### src/rtl/core/bmp_24bit_stream_parser_assert.svh
// Assertion macros shared by the BMP stream parser RTL.
`ifndef BMP_24BIT_STREAM_PARSER_ASSERT_SVH
`define BMP_24BIT_STREAM_PARSER_ASSERT_SVH
`ifndef SYNTHESIS
// Same-cycle implication, disabled during reset.
`define BMP_ASSERT_NOW(lbl, clk, rst_n, ante, cons) \
    lbl: assert property (@(posedge clk) disable iff (!rst_n) (ante) |-> (cons)) \
        else $error("bmp parser: assertion failed");
// Next-cycle implication, disabled during reset.
`define BMP_ASSERT_NEXT(lbl, clk, rst_n, ante, cons) \
    lbl: assert property (@(posedge clk) disable iff (!rst_n) (ante) |=> (cons)) \
        else $error("bmp parser: assertion failed");
`else
`define BMP_ASSERT_NOW(lbl, clk, rst_n, ante, cons)
`define BMP_ASSERT_NEXT(lbl, clk, rst_n, ante, cons)
`endif
`endif

### src/rtl/core/bmp_pkg.sv
// Types, constants and result builders for the BMP stream parser.
`default_nettype none
package bmp_pkg;

    localparam int COORD_BITS  = 17;
    localparam int HEADER_LEN  = 54;
    localparam int POS_WIDTH   = 18;
    localparam int POS_HEIGHT  = 22;
    localparam int POS_DEPTH   = 28;
    localparam int FIFO_DEPTH  = 4;
    localparam int FIFO_AW     = 2;

    localparam logic [7:0]  SIG_B       = 8'h42;
    localparam logic [7:0]  SIG_M       = 8'h4D;
    localparam logic [15:0] DEPTH_24    = 16'd24;
    localparam logic [COORD_BITS-1:0] LIMIT_RESET = COORD_BITS'(100000);

    typedef enum logic [1:0] {
        PH_HEADER = 2'd0,
        PH_PIXELS = 2'd1,
        PH_DRAIN  = 2'd2
    } t_phase;

    typedef enum logic [1:0] {
        KIND_HEADER = 2'd0,
        KIND_PIXEL  = 2'd1,
        KIND_ERROR  = 2'd2,
        KIND_DONE   = 2'd3
    } t_kind;

    typedef enum logic [1:0] {
        ERR_NONE      = 2'd0,
        ERR_SIGNATURE = 2'd1,
        ERR_DIMS      = 2'd2,
        ERR_TRUNC     = 2'd3
    } t_err;

    typedef struct packed {
        t_kind                 kind;
        logic [7:0]            red;
        logic [7:0]            green;
        logic [7:0]            blue;
        logic [COORD_BITS-1:0] column;
        logic [COORD_BITS-1:0] row;
        logic [COORD_BITS-1:0] image_width;
        logic [COORD_BITS-1:0] image_height;
        t_err                  error_code;
    } t_result;

    function automatic t_result f_error(input t_err code);
        t_result res;
        res            = '0;
        res.kind       = KIND_ERROR;
        res.error_code = code;
        return res;
    endfunction

    function automatic t_result f_done();
        t_result res;
        res      = '0;
        res.kind = KIND_DONE;
        return res;
    endfunction

endpackage
`default_nettype wire

### src/rtl/core/bmp_res_fifo.sv
// Result queue: up to two results written per cycle, one read per cycle while i_ready is high.
`default_nettype none
`include "bmp_24bit_stream_parser_assert.svh"
module bmp_res_fifo (
    input  wire               i_clk,
    input  wire               i_rst_n,
    input  wire               i_wr0,
    input  wire               i_wr1,
    input  bmp_pkg::t_result  i_data0,
    input  bmp_pkg::t_result  i_data1,
    output logic              o_room2,
    output logic              o_valid,
    input  wire               i_ready,
    output bmp_pkg::t_result  o_data
);
    import bmp_pkg::*;

    t_result              r_mem [FIFO_DEPTH];
    logic [FIFO_AW-1:0]   r_wptr, n_wptr;
    logic [FIFO_AW-1:0]   r_rptr, n_rptr;
    logic [FIFO_AW:0]     r_count, n_count;
    logic                 w_pop;
    logic [FIFO_AW:0]     w_push_n;

    assign o_valid  = (r_count != '0);
    assign o_data   = r_mem[r_rptr];
    assign o_room2  = (r_count <= (FIFO_AW+1)'(FIFO_DEPTH - 2));
    assign w_pop    = o_valid && i_ready;
    assign w_push_n = (FIFO_AW+1)'(i_wr0) + (FIFO_AW+1)'(i_wr1);

    always_comb begin
        n_wptr  = r_wptr + FIFO_AW'(w_push_n);
        n_rptr  = r_rptr + FIFO_AW'(w_pop);
        n_count = r_count + w_push_n - (FIFO_AW+1)'(w_pop);
    end

    always_ff @(posedge i_clk) begin
        if (!i_rst_n) begin
            r_wptr  <= '0;
            r_rptr  <= '0;
            r_count <= '0;
        end else begin
            r_wptr  <= n_wptr;
            r_rptr  <= n_rptr;
            r_count <= n_count;
        end
    end

    always_ff @(posedge i_clk) begin
        if (i_wr0) begin
            r_mem[r_wptr] <= i_data0;
        end
        if (i_wr1) begin
            r_mem[r_wptr + FIFO_AW'(1)] <= i_data1;
        end
    end

    `BMP_ASSERT_NOW(a_count_max, i_clk, i_rst_n, 1'b1, r_count <= (FIFO_AW+1)'(FIFO_DEPTH))
    `BMP_ASSERT_NOW(a_wr_order, i_clk, i_rst_n, i_wr1, i_wr0)
    `BMP_ASSERT_NEXT(a_hold_count, i_clk, i_rst_n, !w_pop && !i_wr0, r_count == $past(r_count))

endmodule
`default_nettype wire

### src/rtl/core/bmp_24bit_stream_parser.sv
// Top level of the 24-bit uncompressed BMP byte stream parser.
// Usage:
//   Input channel: one file byte per beat (i_data_byte), i_last_byte marks the
//   final byte of a file. A beat is taken when i_valid and o_ready are high.
//   Output channel: one result per beat (o_kind and payload fields), taken when
//   o_valid and i_ready are high. Kinds: header accepted, pixel, error, done.
//   Config: i_cfg_we writes i_cfg_data into the dimension limit; write it only
//   while the block is idle. Reset value is 100000.
// Timing:
//   Each byte is decoded by one pass of logic into a 4-entry result queue, so
//   each result is registered in the queue before it reaches the output. Bytes
//   are taken at one per cycle while o_ready is high; a byte may push up to two
//   results (pixel or header followed by truncation or completion), and o_ready
//   holds high while the queue has room for two, which keeps one byte per cycle
//   when the output drains one result per cycle.
// Reset: synchronous, active low; clears the queue and returns the parser to
//   wait for the first byte of a file; the limit returns to 100000.
// Stall: when i_ready stays low the queue fills and o_ready drops; results
//   wait in order, none are lost.
`default_nettype none
`include "bmp_24bit_stream_parser_assert.svh"
module bmp_24bit_stream_parser (
    input  wire         i_clk,
    input  wire         i_rst_n,
    // configuration
    input  wire         i_cfg_we,
    input  wire  [bmp_pkg::COORD_BITS-1:0] i_cfg_data,
    // byte input channel
    input  wire         i_valid,
    output logic        o_ready,
    input  wire  [7:0]  i_data_byte,
    input  wire         i_last_byte,
    // result output channel
    output logic        o_valid,
    input  wire         i_ready,
    output logic [1:0]  o_kind,
    output logic [7:0]  o_red,
    output logic [7:0]  o_green,
    output logic [7:0]  o_blue,
    output logic [bmp_pkg::COORD_BITS-1:0] o_column,
    output logic [bmp_pkg::COORD_BITS-1:0] o_row,
    output logic [bmp_pkg::COORD_BITS-1:0] o_image_width,
    output logic [bmp_pkg::COORD_BITS-1:0] o_image_height,
    output logic [1:0]  o_error_code
);
    import bmp_pkg::*;

    // parser state
    logic [COORD_BITS-1:0] r_limit;
    t_phase                r_phase, n_phase;
    logic [5:0]            r_pos, n_pos;
    logic [31:0]           r_width, n_width;
    logic [31:0]           r_height, n_height;
    logic [15:0]           r_depth, n_depth;
    logic                  r_first_b, n_first_b;
    logic [COORD_BITS-1:0] r_row, n_row;
    logic [COORD_BITS-1:0] r_column, n_column;
    logic [1:0]            r_bip, n_bip;
    logic [1:0]            r_pad, n_pad;
    logic [7:0]            r_blue, n_blue;
    logic [7:0]            r_green, n_green;

    // decode outputs into the queue
    logic                  w_accept;
    logic                  w_wr0, w_wr1;
    t_result               w_res0, w_res1;
    logic                  w_room2;
    t_result               w_out;
    logic                  w_row_end;
    logic                  w_dims_ok;
    logic [COORD_BITS-1:0] w_col_inc;
    logic [COORD_BITS-1:0] w_row_inc;

    assign o_ready  = w_room2;
    assign w_accept = i_valid && w_room2;

    // Width and height are signed 32-bit words that must lie in 1..limit.
    function automatic logic f_dim_ok(input logic [31:0] v, input logic [COORD_BITS-1:0] lim);
        return (v != '0) && (v[31:COORD_BITS] == '0) && (v[COORD_BITS-1:0] <= lim);
    endfunction

    assign w_dims_ok = f_dim_ok(r_width, r_limit) && f_dim_ok(r_height, r_limit)
                       && (r_depth == DEPTH_24);
    assign w_col_inc = r_column + COORD_BITS'(1);
    assign w_row_inc = r_row + COORD_BITS'(1);

    always_comb begin
        n_phase   = r_phase;
        n_pos     = r_pos;
        n_width   = r_width;
        n_height  = r_height;
        n_depth   = r_depth;
        n_first_b = r_first_b;
        n_row     = r_row;
        n_column  = r_column;
        n_bip     = r_bip;
        n_pad     = r_pad;
        n_blue    = r_blue;
        n_green   = r_green;
        w_wr0     = 1'b0;
        w_wr1     = 1'b0;
        w_res0    = '0;
        w_res1    = '0;
        w_row_end = 1'b0;

        if (w_accept) begin
            unique case (r_phase)
                PH_HEADER: begin
                    if (r_pos == 6'd0) begin
                        // start of a file: clear the collected header words
                        n_first_b = (i_data_byte == SIG_B);
                        n_width   = '0;
                        n_height  = '0;
                        n_depth   = '0;
                    end
                    if (r_pos == 6'd1 && !(r_first_b && i_data_byte == SIG_M)) begin
                        w_wr0  = 1'b1;
                        w_res0 = f_error(ERR_SIGNATURE);
                        if (i_last_byte) begin
                            n_phase = PH_HEADER;
                            n_pos   = '0;
                        end else begin
                            n_phase = PH_DRAIN;
                        end
                    end else begin
                        // gather the little-endian header fields
                        if (r_pos >= 6'(POS_WIDTH) && r_pos < 6'(POS_WIDTH + 4)) begin
                            n_width[8*(2'(r_pos - 6'(POS_WIDTH))) +: 8] = i_data_byte;
                        end else if (r_pos >= 6'(POS_HEIGHT) && r_pos < 6'(POS_HEIGHT + 4)) begin
                            n_height[8*(2'(r_pos - 6'(POS_HEIGHT))) +: 8] = i_data_byte;
                        end else if (r_pos >= 6'(POS_DEPTH) && r_pos < 6'(POS_DEPTH + 2)) begin
                            n_depth[8*(1'(r_pos - 6'(POS_DEPTH))) +: 8] = i_data_byte;
                        end

                        if (r_pos >= 6'(HEADER_LEN - 1)) begin
                            if (w_dims_ok) begin
                                w_wr0               = 1'b1;
                                w_res0              = '0;
                                w_res0.kind         = KIND_HEADER;
                                w_res0.image_width  = r_width[COORD_BITS-1:0];
                                w_res0.image_height = r_height[COORD_BITS-1:0];
                                n_phase  = PH_PIXELS;
                                n_row    = '0;
                                n_column = '0;
                                n_bip    = '0;
                                n_pad    = '0;
                                if (i_last_byte) begin
                                    // header valid but the file stops here
                                    w_wr1   = 1'b1;
                                    w_res1  = f_error(ERR_TRUNC);
                                    n_phase = PH_HEADER;
                                    n_pos   = '0;
                                end
                            end else begin
                                w_wr0  = 1'b1;
                                w_res0 = f_error(ERR_DIMS);
                                if (i_last_byte) begin
                                    n_phase = PH_HEADER;
                                    n_pos   = '0;
                                end else begin
                                    n_phase = PH_DRAIN;
                                end
                            end
                        end else if (i_last_byte) begin
                            w_wr0   = 1'b1;
                            w_res0  = f_error(ERR_TRUNC);
                            n_phase = PH_HEADER;
                            n_pos   = '0;
                        end else begin
                            n_pos = r_pos + 6'd1;
                        end
                    end
                end

                PH_PIXELS: begin
                    if (r_pad != 2'd0) begin
                        // drop a row padding byte
                        n_pad     = r_pad - 2'd1;
                        w_row_end = (r_pad == 2'd1);
                    end else if (r_bip == 2'd0 || r_bip == 2'd3) begin
                        n_blue = i_data_byte;
                        n_bip  = 2'd1;
                    end else if (r_bip == 2'd1) begin
                        n_green = i_data_byte;
                        n_bip   = 2'd2;
                    end else begin
                        w_wr0         = 1'b1;
                        w_res0        = '0;
                        w_res0.kind   = KIND_PIXEL;
                        w_res0.red    = i_data_byte;
                        w_res0.green  = r_green;
                        w_res0.blue   = r_blue;
                        w_res0.column = r_column;
                        w_res0.row    = r_row;
                        n_bip         = 2'd0;
                        if (w_col_inc >= r_width[COORD_BITS-1:0]) begin
                            // row ends; 3*width bytes pad up by width mod 4
                            n_column  = '0;
                            n_pad     = r_width[1:0];
                            w_row_end = (r_width[1:0] == 2'd0);
                        end else begin
                            n_column = w_col_inc;
                        end
                    end

                    if (w_row_end && w_row_inc >= r_height[COORD_BITS-1:0]) begin
                        n_row = w_row_inc;
                        if (w_wr0) begin
                            w_wr1  = 1'b1;
                            w_res1 = f_done();
                        end else begin
                            w_wr0  = 1'b1;
                            w_res0 = f_done();
                        end
                        if (i_last_byte) begin
                            n_phase = PH_HEADER;
                            n_pos   = '0;
                        end else begin
                            n_phase = PH_DRAIN;
                        end
                    end else begin
                        if (w_row_end) begin
                            n_row = w_row_inc;
                        end
                        if (i_last_byte) begin
                            if (w_wr0) begin
                                w_wr1  = 1'b1;
                                w_res1 = f_error(ERR_TRUNC);
                            end else begin
                                w_wr0  = 1'b1;
                                w_res0 = f_error(ERR_TRUNC);
                            end
                            n_phase = PH_HEADER;
                            n_pos   = '0;
                        end
                    end
                end

                PH_DRAIN: begin
                    // drop bytes until the end of the file
                    if (i_last_byte) begin
                        n_phase = PH_HEADER;
                        n_pos   = '0;
                    end
                end

                default: begin
                    n_phase = PH_HEADER;
                    n_pos   = '0;
                end
            endcase
        end
    end

    always_ff @(posedge i_clk) begin
        if (!i_rst_n) begin
            r_limit   <= LIMIT_RESET;
            r_phase   <= PH_HEADER;
            r_pos     <= '0;
            r_width   <= '0;
            r_height  <= '0;
            r_depth   <= '0;
            r_first_b <= 1'b0;
            r_row     <= '0;
            r_column  <= '0;
            r_bip     <= '0;
            r_pad     <= '0;
        end else begin
            if (i_cfg_we) begin
                r_limit <= i_cfg_data;
            end
            r_phase   <= n_phase;
            r_pos     <= n_pos;
            r_width   <= n_width;
            r_height  <= n_height;
            r_depth   <= n_depth;
            r_first_b <= n_first_b;
            r_row     <= n_row;
            r_column  <= n_column;
            r_bip     <= n_bip;
            r_pad     <= n_pad;
        end
    end

    // held color bytes are payload: no reset
    always_ff @(posedge i_clk) begin
        r_blue  <= n_blue;
        r_green <= n_green;
    end

    bmp_res_fifo u_fifo (
        .i_clk   (i_clk),
        .i_rst_n (i_rst_n),
        .i_wr0   (w_wr0),
        .i_wr1   (w_wr1),
        .i_data0 (w_res0),
        .i_data1 (w_res1),
        .o_room2 (w_room2),
        .o_valid (o_valid),
        .i_ready (i_ready),
        .o_data  (w_out)
    );

    assign o_kind         = 2'(w_out.kind);
    assign o_red          = w_out.red;
    assign o_green        = w_out.green;
    assign o_blue         = w_out.blue;
    assign o_column       = w_out.column;
    assign o_row          = w_out.row;
    assign o_image_width  = w_out.image_width;
    assign o_image_height = w_out.image_height;
    assign o_error_code   = 2'(w_out.error_code);

    `BMP_ASSERT_NOW(a_col_in_row, i_clk, i_rst_n, r_phase == PH_PIXELS, r_column < r_width[COORD_BITS-1:0])
    `BMP_ASSERT_NOW(a_row_in_img, i_clk, i_rst_n, r_phase == PH_PIXELS, r_row < r_height[COORD_BITS-1:0])
    `BMP_ASSERT_NOW(a_pad_aligned, i_clk, i_rst_n, r_pad != 2'd0, r_bip == 2'd0)

endmodule
`default_nettype wire
### config.mk
export PLATFORM = sky130hd
export DESIGN_NAME = bmp_24bit_stream_parser
export DESIGN_NICKNAME = d
export VERILOG_FILES = /design/src/rtl/core/bmp_pkg.sv /design/src/rtl/core/bmp_res_fifo.sv /design/src/rtl/core/bmp_24bit_stream_parser.sv
export VERILOG_INCLUDE_DIRS = /design/src /design/src/rtl/core
export SDC_FILE = /design/constraint.sdc
export NUM_CORES = 1
export LEC_CHECK = 0
export BUFFER_PORTS_ARGS = -buffer_cell sky130_fd_sc_hd__buf_2
export CAP_MARGIN = 5
export CORE_MARGIN = 3
export CORE_UTILIZATION = 55
export DETAILED_ROUTE_END_ITERATION = 16
export PLACE_DENSITY = 0.81
export SYNTH_ARGS = -nofsm -noshare
export SYNTH_HDL_FRONTEND = slang
export SYNTH_SLANG_ARGS = --single-unit
### constraint.sdc
create_clock -name i_clk -period 4.3 [get_ports i_clk]
set_input_delay 0 -clock i_clk [delete_from_list [all_inputs] [get_ports i_clk]]
set_output_delay 0 -clock i_clk [all_outputs]
set_load 0.01 [all_outputs]
After elaboration in Yosys (flattened, before gate mapping) --
Memories as Yosys holds them, arrays and structs flattened. A register that Yosys moved wholly into a read port is not among the register bits. Index checks and enable logic that the tools add are counted.
Operators by class: mux-type cells 110, bitwise gates (word level) 2, shift-type cells 6, eq/ne operators 19, add/subtract/negate cells 16, reductions and logical operators 36, order comparisons 12
Operators with widths (count):
- 96-bit two-way mux | 17
- 96-bit case mux with 2 select lines | 2
- 32-bit two-way mux | 11
- 95-bit two-way mux | 3
- 17-bit two-way mux | 9
- 16-bit two-way mux | 7
- 5-bit negator with 34-bit output | 2
- 17-bit case mux with 2 select lines | 2
- 8-bit by 34-bit variable shift with 32-bit output (first input constant) | 2
- 8-bit by 34-bit variable part select with 32-bit output | 2
- 32-bit bitwise mux | 2
- 32-bit nonzero test | 2
- 17-bit by 1-bit adder with 17-bit output (second input constant) | 2
- 17-bit greater-or-equal comparator | 2
- 17-bit less-or-equal comparator | 2
- 2-bit two-way mux | 17
- 4-bit negator with 34-bit output | 1
- 8-bit by 34-bit variable shift with 16-bit output (first input constant) | 1
- 8-bit by 34-bit variable part select with 16-bit output | 1
- 15-bit zero test | 2
- 1-bit two-way mux | 29
- 6-bit two-way mux | 4
- 6-bit by 5-bit greater-or-equal comparator with 1-bit output (second input constant) | 3
- 6-bit by 5-bit < comparator with 1-bit output (second input constant) | 3
- 40 further kinds | 73
Word-level totals: memories kept 1, output and inout bits 98, memory bits (writable) 384, word-level logic and storage cells 218, register bits after elaboration 167
Memory list:
- u_fifo.r_mem | words 4, bits a word 96, rd ports 1, clocked after Yosys merged registers in 1, write ports 2, RTL line bmp_res_fifo.sv:18 | t_result r_mem [FIFO_DEPTH];

Depth between registers and ports, before layout --
Gate-level depths: netlist of the first run.
word-level depth 15, mapped depth 23

By module --
From an unflattened synthesis of the first run, not the netlist that was laid out.
Second synthesis, totals: cell total of the unflattened synthesis 2192, area, all modules 28848.9 um^2
By module, submodules not included:
- bmp_res_fifo | cells an instance 972, sequential area each 11671.2 um^2, area an instance 18806.8 um^2, times used 1
- bmp_24bit_stream_parser | cells an instance 1220, sequential area each 3363.2 um^2, area an instance 10042.1 um^2, times used 1

Worst setup path before layout of the first run --
No wires, ideal clock.
kind reg-to-reg, start register r_column[3], end register u_fifo.r_count[2], data required time 4.172 ns, buffers on the path 2, clock period less this slack 4.731 ns, library setup time 0.128 ns, data arrival time 4.603 ns, slack -0.431 ns, cell stages (with the launch flop) 23, cell sequence dfxtp_1 -> clkbuf_1 -> and4_1 -> nand2_1 -> or4_1 -> clkbuf_1 -> nor3_1 -> xor2_1 -> ha_1 -> and4_1 -> nand2_1 -> or2_2 -> o221ai_1 -> o211a_1 -> nor2_1 -> nor2_1 -> ha_1 -> inv_1 -> ha_1 -> inv_1 -> fa_1 -> xnor2_1 -> nor2_1
Between the ends: word-level cells in the longest chain between the ends 15, elaborated cells on any way between the ends 18, classes of those cells add/sub: 4; order compare: 1; mux: 12; reduce/logical: 1
Ends and longest elaborated chain:
- from (decl) | RTL line bmp_24bit_stream_parser.sv:57 | logic [COORD_BITS-1:0] r_column, n_column;
- from (signal assigned) | RTL line bmp_24bit_stream_parser.sv:279 | r_column <= n_column;
- 17-bit by 1-bit adder with 17-bit output * | RTL line bmp_24bit_stream_parser.sv:84 | assign w_col_inc = r_column + COORD_BITS'(1);
- 17-bit greater-or-equal comparator * | RTL line bmp_24bit_stream_parser.sv:196 | if (w_col_inc >= r_width[COORD_BITS-1:0]) begin
- 1-bit two-way mux * | RTL line bmp_24bit_stream_parser.sv:196
- 1-bit two-way mux * | RTL line bmp_24bit_stream_parser.sv:183 | end else if (r_bip == 2'd1) begin
- 1-bit two-way mux * | RTL line bmp_24bit_stream_parser.sv:180 | end else if (r_bip == 2'd0 || r_bip == 2'd3) begin
- 1-bit two-way mux * | RTL line bmp_24bit_stream_parser.sv:176 | if (r_pad != 2'd0) begin
- 1-bit two-way mux * | RTL line bmp_24bit_stream_parser.sv:107 | unique case (r_phase)
- 1-bit two-way mux * | RTL line bmp_24bit_stream_parser.sv:106 | if (w_accept) begin
- 1-bit logical AND * | RTL line bmp_24bit_stream_parser.sv:206 | if (w_row_end && w_row_inc >= r_height[COORD_BITS-1:0]) begin
- 1-bit two-way mux | RTL line bmp_24bit_stream_parser.sv:206
- 1-bit case mux with 2 select lines | RTL line bmp_24bit_stream_parser.sv:107
- 1-bit two-way mux | RTL line bmp_24bit_stream_parser.sv:106
- 1-bit by 1-bit adder with 2-bit output * | RTL line bmp_res_fifo.sv:29 | assign w_push_n = (FIFO_AW+1)'(i_wr0) + (FIFO_AW+1)'(i_wr1);
- 3-bit adder * | RTL line bmp_res_fifo.sv:34 | n_count = r_count + w_push_n - (FIFO_AW+1)'(w_pop);
- 3-bit by 1-bit subtractor with 3-bit output * | RTL line bmp_res_fifo.sv:34
- to (signal assigned) | RTL line bmp_res_fifo.sv:45 | r_count <= n_count;
- to (decl) | RTL line bmp_res_fifo.sv:21 | logic [FIFO_AW:0] r_count, n_count;
Mark *: on every way between the ends. The rest lies on a longest branch, timed or not. The select of a mux whose other input is x is not followed. A chain may end at the register's enable or synchronous reset.

Worst setup path after layout of the first run --
start register r_column[4], end register r_row[10]
Between the ends: word-level cells in the longest chain between the ends 11, elaborated cells on any way between the ends 13, classes of those cells add/sub: 1; order compare: 1; eq/ne: 1; mux: 8; reduce/logical: 2
Ends and longest elaborated chain:
- 17-bit by 1-bit adder with 17-bit output * | RTL line bmp_24bit_stream_parser.sv:84
- 17-bit greater-or-equal comparator * | RTL line bmp_24bit_stream_parser.sv:196
- 1-bit two-way mux * | RTL line bmp_24bit_stream_parser.sv:196
- 1-bit two-way mux * | RTL line bmp_24bit_stream_parser.sv:183
- 1-bit two-way mux * | RTL line bmp_24bit_stream_parser.sv:180
- 1-bit two-way mux * | RTL line bmp_24bit_stream_parser.sv:176
- 1-bit two-way mux * | RTL line bmp_24bit_stream_parser.sv:107
- 1-bit two-way mux * | RTL line bmp_24bit_stream_parser.sv:106
- 1-bit logical AND | RTL line bmp_24bit_stream_parser.sv:206
- 3-bit by 2-bit != test with 1-bit output (no source line) or 17-bit two-way mux (tied branches)
- 6-bit AND reduction (no source line) or 17-bit case mux with 2 select lines (tied branches)
- to (signal assigned) | RTL line bmp_24bit_stream_parser.sv:278 | r_row <= n_row;
- to (decl) | RTL line bmp_24bit_stream_parser.sv:56 | logic [COORD_BITS-1:0] r_row, n_row;
Marks and branches as above.

==> results of run 1 <==
==> where the power goes <==
group / total [mW] / switching (mW) / internal [mW] / leakage [nW]
Clock: 4.73 / 2.01 / 2.72 / 0.857
Combinational: 1.36 / 0.845 / 0.511 / 5.54
Sequential: 5.40 / 0.199 / 5.20 / 4.48
Total: 11.5 / 3.05 / 8.44 / 10.9
==> sequential cells by signal, indices dropped and copies added (netlist names), 3 cells and up <==
name	count
r_row	17
r_depth	16
r_height	32
r_blue	8
r_pos	6
r_column	17
u_fifo.r_mem	384
r_limit	17
u_fifo.r_count	3
r_width	32
r_green	8
==> worst max-delay path: stages (launching register included) <==
cell      delay [ns]
dfxtp_1         0.33
and4_1          0.23
nand2_2         0.06
or4_4           0.57
nor3_4          0.23
xor2_2          0.10
ha_1            0.32
and4_4          0.24
nand2_2         0.06
or2_4           0.25
o221ai_4        0.19
buf_4           0.15
nand2_1         0.06
a221oi_1        0.67
nor2_2          0.30
a22o_1          0.31
==> synthesized netlist by cell type, types with 4 or more instances <==
library cell and number:
edfxtp_1 32, nand4_1 14, buf_1 17, a211oi_1 6, nand3_1 115, a32o_1 93
mux2i_1 13, inv_1 76, a21o_1 18, xor2_1 7, dfxtp_1 519, buf_4 4
nand2_1 195, or4_1 4, o22ai_1 6, or3_1 43, a22o_1 201, nor2b_1 8
nor3_1 21, or2_2 7, a21oi_1 174, mux4_2 96, nand2b_1 11, a22oi_1 63
and4_1 10, nor2_1 119, clkbuf_1 124, buf_2 47, buf_6 7, and3_1 11
ha_1 88, o211ai_1 14, xnor2_1 15, nor4_1 24, o21ai_0 33, and2_1 10
==> placed cells by master (no fill, tap or decap), types with 52 or more instances in the layout <==
cell           instances
buf_4                 77
mux4_2                96
nand2_1              193
a22o_1               201
dfxtp_1              512
clkbuf_16             54
ha_1                  84
nand3_1              113
buf_2                128
a22oi_1               63
dlygate4sd3_1         52
inv_1                 73
a21oi_1              173
nor2_1               111
a32o_1                93
==> path summary, 6_finish.rpt <==
check,startpoint,end,slack [ns],cells past startpoint
max,r_column[4],r_row[10],0.10,15
min,i_data_byte[7],r_depth[7],0.42,4
max reg2reg,r_column[4],r_row[10],0.10,15
min reg2reg,u_fifo.r_mem[0][66],u_fifo.r_mem[0][66],0.45,2
==> cell families after synthesis <==
group | count (synthesis) | share of synthesized area, %
compound gates | 650 | 20.45
simple gates | 607 | 12.26
flops | 551 | 47.37
buf+inv | 277 | 4.872
mux | 109 | 9.566
fa+ha+maj | 89 | 4.678
xor+xnor | 22 | 0.8041
==> per-layer routing <==
layer | vias to the layer above | share of wire, % | routed length (um)
met4 | 6 | 3.4 | 2358
met1 | 9896 | 40 | 28060
met3 | 161 | 9.6 | 6752
li1 | 8932 | - | -
met2 | 1152 | 47 | 33050
met5 | - | 0.048 | 34
==> what timing repair did <==
item,4_1_cts,5_1_grt
hold buffers,52,0
buffers inserted,4,5
pin swaps,3,22
resized for setup,5,37
setup endpoints to repair,98,275
endpoints found under the hold margin,154,0
==> cell type report <==
cell class | count | area (sq um) | share of cell area, %
tap | 577 | 721.9 | 2.575
multi-input combinational | 1477 | 11720 | 41.79
clock inverter | 12 | 166.4 | 0.5936
clock buffer | 83 | 1590 | 5.673
timing repair buffer | 280 | 2185 | 7.793
sequential | 551 | 11360 | 40.54
inverter | 77 | 289.0 | 1.031
==> through the flow <==
stage	total power, mW	area [sq um]	setup slack, ns
after floorplan	6.345	24030	0.003146
after global placement	6.775	25520	0.02752
after detailed placement	6.797	25520	-0.1106
after CTS	11.48	27840	0.003122
after global routing	11.81	28030	-0.05298
final	11.48	28030	0.1011
==> flow_metrics.py, run 1 <==
metrics = {
    "cts": {
        "cts.sinks": 551,
        "clockRootBuffer": "clkbuf_16",
        "clock_path_buffers": 3,
        "clkSlewWorstSetupHoldPaths_ns": 0.06,
        "clk_latency_ns": 0.62,
        "htree_num_levels": 2,
        "cts_tree": "yes",
        "numCtsBuffers": 54,
    },
    "drt": {
        "vias": 20150,
        "drt-initial-drc-count": 2257,
        "dr.pass1.iters": 5,
        "routed_via_density": 6.590,
        "post-route-drc-count": 0,
        "wl_per_cell_um": 22.98,
        "postRouteAntennaNets": 0,
        "wirelength_mm": 70.25,
    },
    "global_routing": {
        "gr-usage-met1_pct": 39.34,
        "grt_pass1_wl_mm": 111.1,
        "grt_busiest_layer": "met2",
        "first_global_vias": 20080,
        "grt_util_met3_pct": 5.805,
        "met2_usage_pct": 47.83,
        "grt.overflow.total": 0,
        "grt_use_total_pct": 29.55,
        "grt_max_degree": 104,
        "antenna_found_initial": 4,
    },
    "pwr": {
        "p_leak_nw": 10.88,
        "cellPowerDensity_nw_per_um2": 409.7,
        "irDropWorstVdd_v": 0.0002981,
    },
    "placement": {
        "dp.cells": 2900,
        "dp_hpwl_mm": 44.35,
        "globalplace.congestion": 0.9255,
        "io_buffers": 128,
    },
    "timing": {
        "setup_tns_ns": 0,
        "setup_viol": 0,
        "drv_slew": 0,
        "max_freq_ghz": 0.2382,
        "clock_skew_ns": 0.03257,
        "period_share_pct": 97.65,
        "tightest_slew_ns": 1.164,
        "max_slew_margin_pct": 21.71,
        "final-hold-violation-count": 0,
        "worst_hold_slack_ns": 0.4221,
        "fin_crit_ns": 4.199,
    },
    "logic_synthesis": {
        "yosysSeqAreaShare_pct": 47.37,
        "synth-edff-count": 32,
        "avgSynthCellArea_sq_um": 10.40,
        "ys_top_cells_by_area": "dfxtp_1, mux4_2, a22o_1",
        "synth.distinct_cells": 73,
        "syn_area_sq_um": 23960,
        "yosysWarningCount": 0,
        "async_flop_share_pct": 0,
        "ys_ff_latch": 551,
        "synth_top_cell_area_share_pct": 43.36,
        "synth_nets": 2425,
        "dominantRegCellSynth": "dfxtp_1",
        "yosysTopAreaCell": "dfxtp_1",
        "syn-instance-count": 2305,
    },
    "layout": {
        "antenna_cells": 0,
        "post-route-util_pct": 65.95,
        "n_fill_cell": 3118,
        "fin_cells": 3057,
        "drive_above_1_share_pct": 19.31,
        "area.growth.synth_to_final_pct": 16.99,
        "nets": 2561,
    },
    "floorplan": {
        "start_util_pct": 56.37,
        "rows": 75,
        "die-area_sq_um": 46110,
        "die_h_um": 214.7,
        "ios": 129,
        "die_w_um": 214.7,
        "core_sq_um": 42510,
    },
    "worst_setup_path": {
        "cp.required_ns": 4.78,
        "end_kind": "register",
        "criticalPathCategory": "register to register",
        "startpoint_type": "register",
        "arrival_ns": 4.68,
        "cp_max_fo": 15,
    },
    "job": {
        "max_cap_violations": 0,
    },
    "status": {
        "status": "completed",
    },
    "worst_hold_path": {
        "hold_class": "input pin to register",
    },
}
Power figures use the tool's default switching activity.
==> run 2: changes to the inputs <==
--- a/config.mk
+++ b/config.mk
@@ -8,7 +8,6 @@
 export LEC_CHECK = 0
 export BUFFER_PORTS_ARGS = -buffer_cell sky130_fd_sc_hd__buf_2
 export CAP_MARGIN = 5
-export CORE_MARGIN = 3
 export CORE_UTILIZATION = 55
 export DETAILED_ROUTE_END_ITERATION = 16
 export PLACE_DENSITY = 0.81
==> run 2 against run 1 <==
Net effect: global-route usage is 2.1 points higher; clock skew shrank 0.015 ns; power rose by 1.7%; design area increased by 0.80%; die area fell by 3.7%; final cell count rose by 0.65%; worst hold slack about the same; via count is 1.1% higher; routed wire length up 2.2%; non-clock buffer count rose by 7; fmax decreased by 1.7%; combinational power up 3%; critical path type unchanged; highest routed layer unchanged.
==> flow_metrics.py, run 2 (synthesis results as in run 1) <==
metrics = {
    "cts": {
        "htree_num_levels": 2,
        "cts_tree": "yes",
        "numCtsBuffers": 55,
        "cts.sinks": 551,
        "clk_latency_ns": 0.61,
        "clkSlewWorstSetupHoldPaths_ns": 0.06,
        "clock_path_buffers": 3,
        "clockRootBuffer": "clkbuf_16",
    },
    "pwr": {
        "swShare_pct": 26.52,
        "power_frac_comb_pct": 12.0,
        "p_sw_mw": 3.098,
        "internal_power_mw": 8.583,
        "irDropWorstVdd_v": 0.0003163,
        "cellPowerDensity_nw_per_um2": 413.4,
        "p_seq_share_pct": 46.1,
        "p_leak_nw": 10.96,
        "clkPwrFrac_pct": 42.0,
    },
    "worst_setup_path": {
        "arrival_ns": 4.71,
        "end_kind": "register",
        "max_stage_delay_ns": 0.57,
        "r2r_start": "r_column[4]",
        "cp_cell_sequence": "and4_4 > nand2_2 > or4_4 > nor3_4 > xor2_2 > ha_4 > and4_4 > nand2_2 > or2_4 > o221ai_4 > o211a_1 > nor2_2 > nor2_2 > ha_4 > inv_2 > ha_4 > inv_2 > fa_2 > xnor2_2 > nor2_1",
        "cp_max_fo": 4,
        "rrSetupSlack_ns": 0.03,
        "criticalPathCategory": "register to register",
        "ff2ff_path_depth": 20,
        "path_common_cell": "ha_4",
        "worst_path_max_delay_cell": "or4_4",
        "cp.required_ns": 4.74,
        "startpoint_type": "register",
        "reg2reg_to": "u_fifo.r_count[2]",
    },
    "timing": {
        "max_freq_ghz": 0.2341,
        "clock_skew_ns": 0.01774,
        "rsz0062_at_grt": "true",
        "max_slew_margin_pct": 22.58,
        "setup_viol": 0,
        "drv_slew": 0,
        "worst_slack_ns": 0.02752,
        "final-hold-violation-count": 0,
        "period_share_pct": 99.36,
        "worst_hold_slack_ns": 0.4221,
        "fin_crit_ns": 4.272,
        "tightest_slew_ns": 1.151,
        "setup_tns_ns": 0,
    },
    "layout": {
        "largest_register": "u_fifo.r_mem",
        "area.growth.synth_to_final_pct": 17.93,
        "final_cell_mix": "dfxtp_1, a22o_1, nand2_1, a21oi_1, buf_2",
        "top_regs": "u_fifo.r_mem (384), r_height (32), r_width (32)",
        "nets": 2570,
        "drive_above_1_share_pct": 20.18,
        "final_common_cell": "dfxtp_1",
        "multi_input_area_sq_um": 11800,
        "ff_latch_area_sq_um": 11360,
        "largest_register_ff_count": 384,
        "antenna_cells": 0,
        "n_fill_cell": 3222,
        "post-route-util_pct": 65.75,
    },
    "placement": {
        "io_buffers": 128,
        "globalplace.congestion": 0.9272,
        "dp_hpwl_mm": 44.41,
        "post-place-ws_ns": -0.1357,
    },
    "drt": {
        "wirelength_mm": 71.81,
        "post-route-drc-count": 0,
        "vias": 20370,
        "postRouteAntennaNets": 0,
        "wl_per_cell_um": 23.34,
        "drt-initial-drc-count": 2144,
        "dr.pass1.iters": 9,
        "routed_via_density": 6.620,
    },
    "floorplan": {
        "start_util_pct": 55.75,
        "die_h_um": 210.7,
        "die_w_um": 210.7,
        "ios": 129,
        "die-area_sq_um": 44410,
        "core_sq_um": 42980,
        "rows": 76,
    },
    "global_routing": {
        "grt_use_total_pct": 31.67,
        "grt_util_met3_pct": 5.739,
        "grt_pass1_wl_mm": 111.5,
        "grt_busiest_layer": "met2",
        "grt_max_degree": 107,
        "first_global_vias": 19910,
        "gr-usage-met1_pct": 41.29,
        "grt.overflow.total": 0,
        "met2_usage_pct": 51.69,
        "antenna_found_initial": 1,
    },
    "worst_hold_path": {
        "hold_class": "input pin to register",
        "hold_depth": 4,
        "worstHoldStart": "i_data_byte[6]",
        "min_to": "r_depth[6]",
    },
    "status": {
        "status": "completed",
    },
    "job": {
        "max_cap_violations": 0,
    },
}
==> run 2: worst max-delay path by stage <==
stage | startpoint | end | slack, ns
2_1_floorplan | r_column[4] | u_fifo.r_count[1] | 0.003
3_3_place_gp | r_row[0] | u_fifo.r_count[2] | 0.04
3_5_place_dp | r_row[0] | u_fifo.r_count[2] | -0.14
4_1_cts | r_row[0] | u_fifo.r_count[2] | 0.01
5_1_grt | r_row[0] | u_fifo.r_count[2] | -0.11
6_report | r_column[4] | u_fifo.r_count[2] | 0.03
==> run 2: power by group through the flow <==
| stage | Clock (mW) | Sequential, mW | Combinational (mW) |
|---|---|---|---|
| 3_5_place_dp | 0 | 5.49 | 1.29 |
| 2_1_floorplan | 0 | 5.33 | 1.01 |
| 3_3_place_gp | 0 | 5.49 | 1.27 |
| 4_1_cts | 4.92 | 5.38 | 1.36 |
| 6_report | 4.90 | 5.38 | 1.40 |
| 5_1_grt | 5.15 | 5.39 | 1.47 |
==> run 2: repair_timing <==
| item | 4_1_cts | 5_1_grt |
|---|---|---|
| resized for setup | 18 | 36 |
| hold endpoints to repair | 141 | 0 |
| setup buffers | 4 | 17 |
| cloned | 0 | 1 |
| endpoints found under the setup margin | 24 | 152 |
| pin swaps | 9 | 29 |
| hold buffers | 53 | 0 |
==> run 2: area by class of cell <==
| class | count | share of cell area [%] |
|---|---|---|
| Tap cell | 585 | 2.590 |
| Clock buffer | 80 | 5.743 |
| Inverter | 77 | 1.023 |
| Timing Repair Buffer | 287 | 7.864 |
| Sequential cell | 551 | 40.22 |
| Multi-Input combinational cell | 1478 | 41.74 |
| Clock inverter | 19 | 0.8191 |
==> run 2: layer usage <==
metal	share of wire [%]	up-vias
li1	-	8953
met3	8.9	189
met4	3.7	2
met5	0.015	-
met1	39	10120
met2	48	1109
==> run 2: worst max-delay path: cells and delay by family (launching register included) <==
kind | cells | cell delay [ns]
adder cells (fa/ha/maj) | 4 | 1.09
flip-flops | 1 | 0.34
AO/OA/AOI/OAI | 2 | 0.42
buffers and inverters | 2 | 0.09
XOR/XNOR | 2 | 0.28
AND/OR/NAND/NOR | 10 | 1.90
==> run 2: metrics by stage <==
step | power, mW | cell area [sq um] | std cells
4_1_cts | 11.65 | 27960 | 3060
6_report | 11.68 | 28260 | 3077
5_1_grt | 12.01 | 28260 | 3077
3_3_place_gp | 6.763 | 25470 | 2904
3_5_place_dp | 6.785 | 25470 | 2904
2_1_floorplan | 6.345 | 24030 | 2305
==> run 3: changes to the inputs <==
--- a/config.mk
+++ b/config.mk
@@ -8,6 +8,7 @@
 export LEC_CHECK = 0
 export BUFFER_PORTS_ARGS = -buffer_cell sky130_fd_sc_hd__buf_2
 export CAP_MARGIN = 5
+export CORE_ASPECT_RATIO = 1.1
 export CORE_UTILIZATION = 55
 export DETAILED_ROUTE_END_ITERATION = 16
 export PLACE_DENSITY = 0.81
==> run 3 against run 2 <==
Net effect: flip-flop and latch count unchanged; setup slack worse by 0.017 ns; largest cell class unchanged; register-to-register slack worse by 0.02 ns; worst hold slack better by 0.024 ns; critical endpoint unchanged; first-iteration DRC count up 19%.
==> flow_metrics.py, run 3 (synthesis results as in run 1) <==
metrics = {
    "layout": {
        "nets": 2570,
        "top_regs": "u_fifo.r_mem (384), r_height (32), r_width (32)",
        "stdcell_area_sq_um": 28170,
        "final_common_cell": "dfxtp_1",
        "area.growth.synth_to_final_pct": 17.54,
        "drive_above_1_share_pct": 20.13,
        "post-route-util_pct": 66.11,
        "largest_register_ff_count": 384,
        "final_cell_mix": "dfxtp_1, a22o_1, nand2_1, a21oi_1, buf_2",
        "largest_register": "u_fifo.r_mem",
    },
    "pwr": {
        "p_leak_nw": 10.93,
        "irDropWorstVdd_v": 0.0003379,
        "cellPowerDensity_nw_per_um2": 404.6,
    },
    "global_routing": {
        "grt_pass1_wl_mm": 110.8,
        "grt_use_total_pct": 31.06,
        "first_global_vias": 20110,
        "grt.overflow.total": 0,
        "antenna_found_initial": 1,
        "grt_max_degree": 107,
    },
    "drt": {
        "vias": 20470,
        "postRouteAntennaNets": 0,
        "wl_per_cell_um": 23.32,
        "routed_via_density": 6.697,
        "drt-initial-drc-count": 2541,
        "post-route-drc-count": 0,
        "dr.pass1.iters": 8,
        "wirelength_mm": 71.29,
    },
    "timing": {
        "final-hold-violation-count": 0,
        "drv_slew": 0,
        "setup_viol": 0,
        "max_slew_margin_pct": 23.99,
        "rsz0062_at_grt": "true",
        "tightest_slew_ns": 1.140,
        "worst_slack_ns": 0.01088,
        "clock_skew_ns": 0.03001,
        "worst_hold_slack_ns": 0.4457,
        "max_freq_ghz": 0.2331,
        "fin_crit_ns": 4.289,
        "setup_tns_ns": 0,
        "period_share_pct": 99.75,
    },
    "floorplan": {
        "rows": 79,
        "die-area_sq_um": 44410,
        "die_w_um": 201.0,
        "start_util_pct": 56.25,
        "core_sq_um": 42600,
        "ios": 129,
        "die_h_um": 220.9,
    },
    "cts": {
        "cts.sinks": 551,
        "clk_latency_ns": 0.61,
        "clockRootBuffer": "clkbuf_16",
        "htree_num_levels": 2,
        "cts_tree": "yes",
        "clkSlewWorstSetupHoldPaths_ns": 0.06,
        "numCtsBuffers": 53,
        "clock_path_buffers": 3,
    },
    "job": {
        "max_cap_violations": 0,
    },
    "worst_setup_path": {
        "end_kind": "register",
        "startpoint_type": "register",
        "criticalPathCategory": "register to register",
        "arrival_ns": 4.73,
        "cp.required_ns": 4.74,
        "cp_max_fo": 6,
    },
    "placement": {
        "dp_hpwl_mm": 44.65,
        "place_area_sq_um": 25540,
        "globalplace.congestion": 0.9251,
        "io_buffers": 128,
        "post-place-ws_ns": -0.2125,
    },
    "status": {
        "status": "completed",
    },
    "worst_hold_path": {
        "hold_class": "input pin to register",
    },
}
==> run 3: changes by cell type in the layout (fill, tap and decap cells not counted), sizes merged <==
cell and delta:
diode +1, buf +1, bufinv -1, clkbuf -4, clkinv -2, inv +2
bufbuf +1
==> run 3: metrics by stage <==
step           instances  power, mW
2_1_floorplan       2305      6.345
3_3_place_gp        2895      6.792
3_5_place_dp        2895      6.818
4_1_cts             3047      11.37
5_1_grt             3057      11.73
6_report            3057      11.40
==> run 3: metal layers <==
layer / part of all wire [%] / up-vias / GRT usage (%)
met2: 48 / 1168 / 51.00
met3: 8.8 / 221 / 4.580
met4: 4.5 / 0 / 15.88
li1: - / 8973 / -
met1: 38 / 10110 / 39.85
met5: 0 / - / 0
==> run 3: layout make-up <==
class / instances / area, sq um
antenna: 1 / 2.502
clock buffer: 76 / 1493
clock inverter: 18 / 183.9
fill: 3119 / 14440
inverter: 77 / 292.8
multi-input combinational: 1478 / 11830
sequential: 551 / 11370
tap: 567 / 709.4
timing repair buffer: 289 / 2286
==> run 3: path summary, 6_finish.rpt <==
| check | startpoint | to | slack [ns] | cells past startpoint |
|---|---|---|---|---|
| setup reg to reg | r_column[3] | u_fifo.r_count[2] | 0.01 | 17 |
| hold reg to reg | u_fifo.r_mem[0][48] | u_fifo.r_mem[0][48] | 0.45 | 2 |
| hold / removal | i_data_byte[2] | r_depth[10] | 0.45 | 4 |
| setup / recovery | r_column[3] | u_fifo.r_count[2] | 0.01 | 17 |
==> run 3: worst max-delay path, cell delays in order (launching register included) <==
cell      delay (ns)
dfxtp_1         0.33
and4_4          0.23
nand2_2         0.06
or4_4           0.59
buf_4           0.17
xnor2_2         0.13
ha_1            0.34
a21oi_2         0.18
o21ai_2         0.10
a221oi_4        0.33
o221ai_4        0.18
o211a_1         0.20
or2_4           0.27
ha_4            0.24
ha_2            0.19
fa_2            0.40
xnor2_2         0.13
nor2_1          0.05
==> run 3: timing repair <==
item                       4_1_cts  5_1_grt
hold endpoints to repair       144        0
cloned                           0        1
setup endpoints to repair       97      372
pin swaps                       11       24
hold buffers                    52        0
setup buffers                    6        8
resized for setup               20       47
==> run 3: report_power, final <==
part / internal [mW] / total, mW / leakage, nW / switching [mW]
Clock: 2.59 / 4.58 / 0.818 / 1.99
Combinational: 0.539 / 1.47 / 5.63 / 0.931
Sequential: 5.20 / 5.34 / 4.48 / 0.138
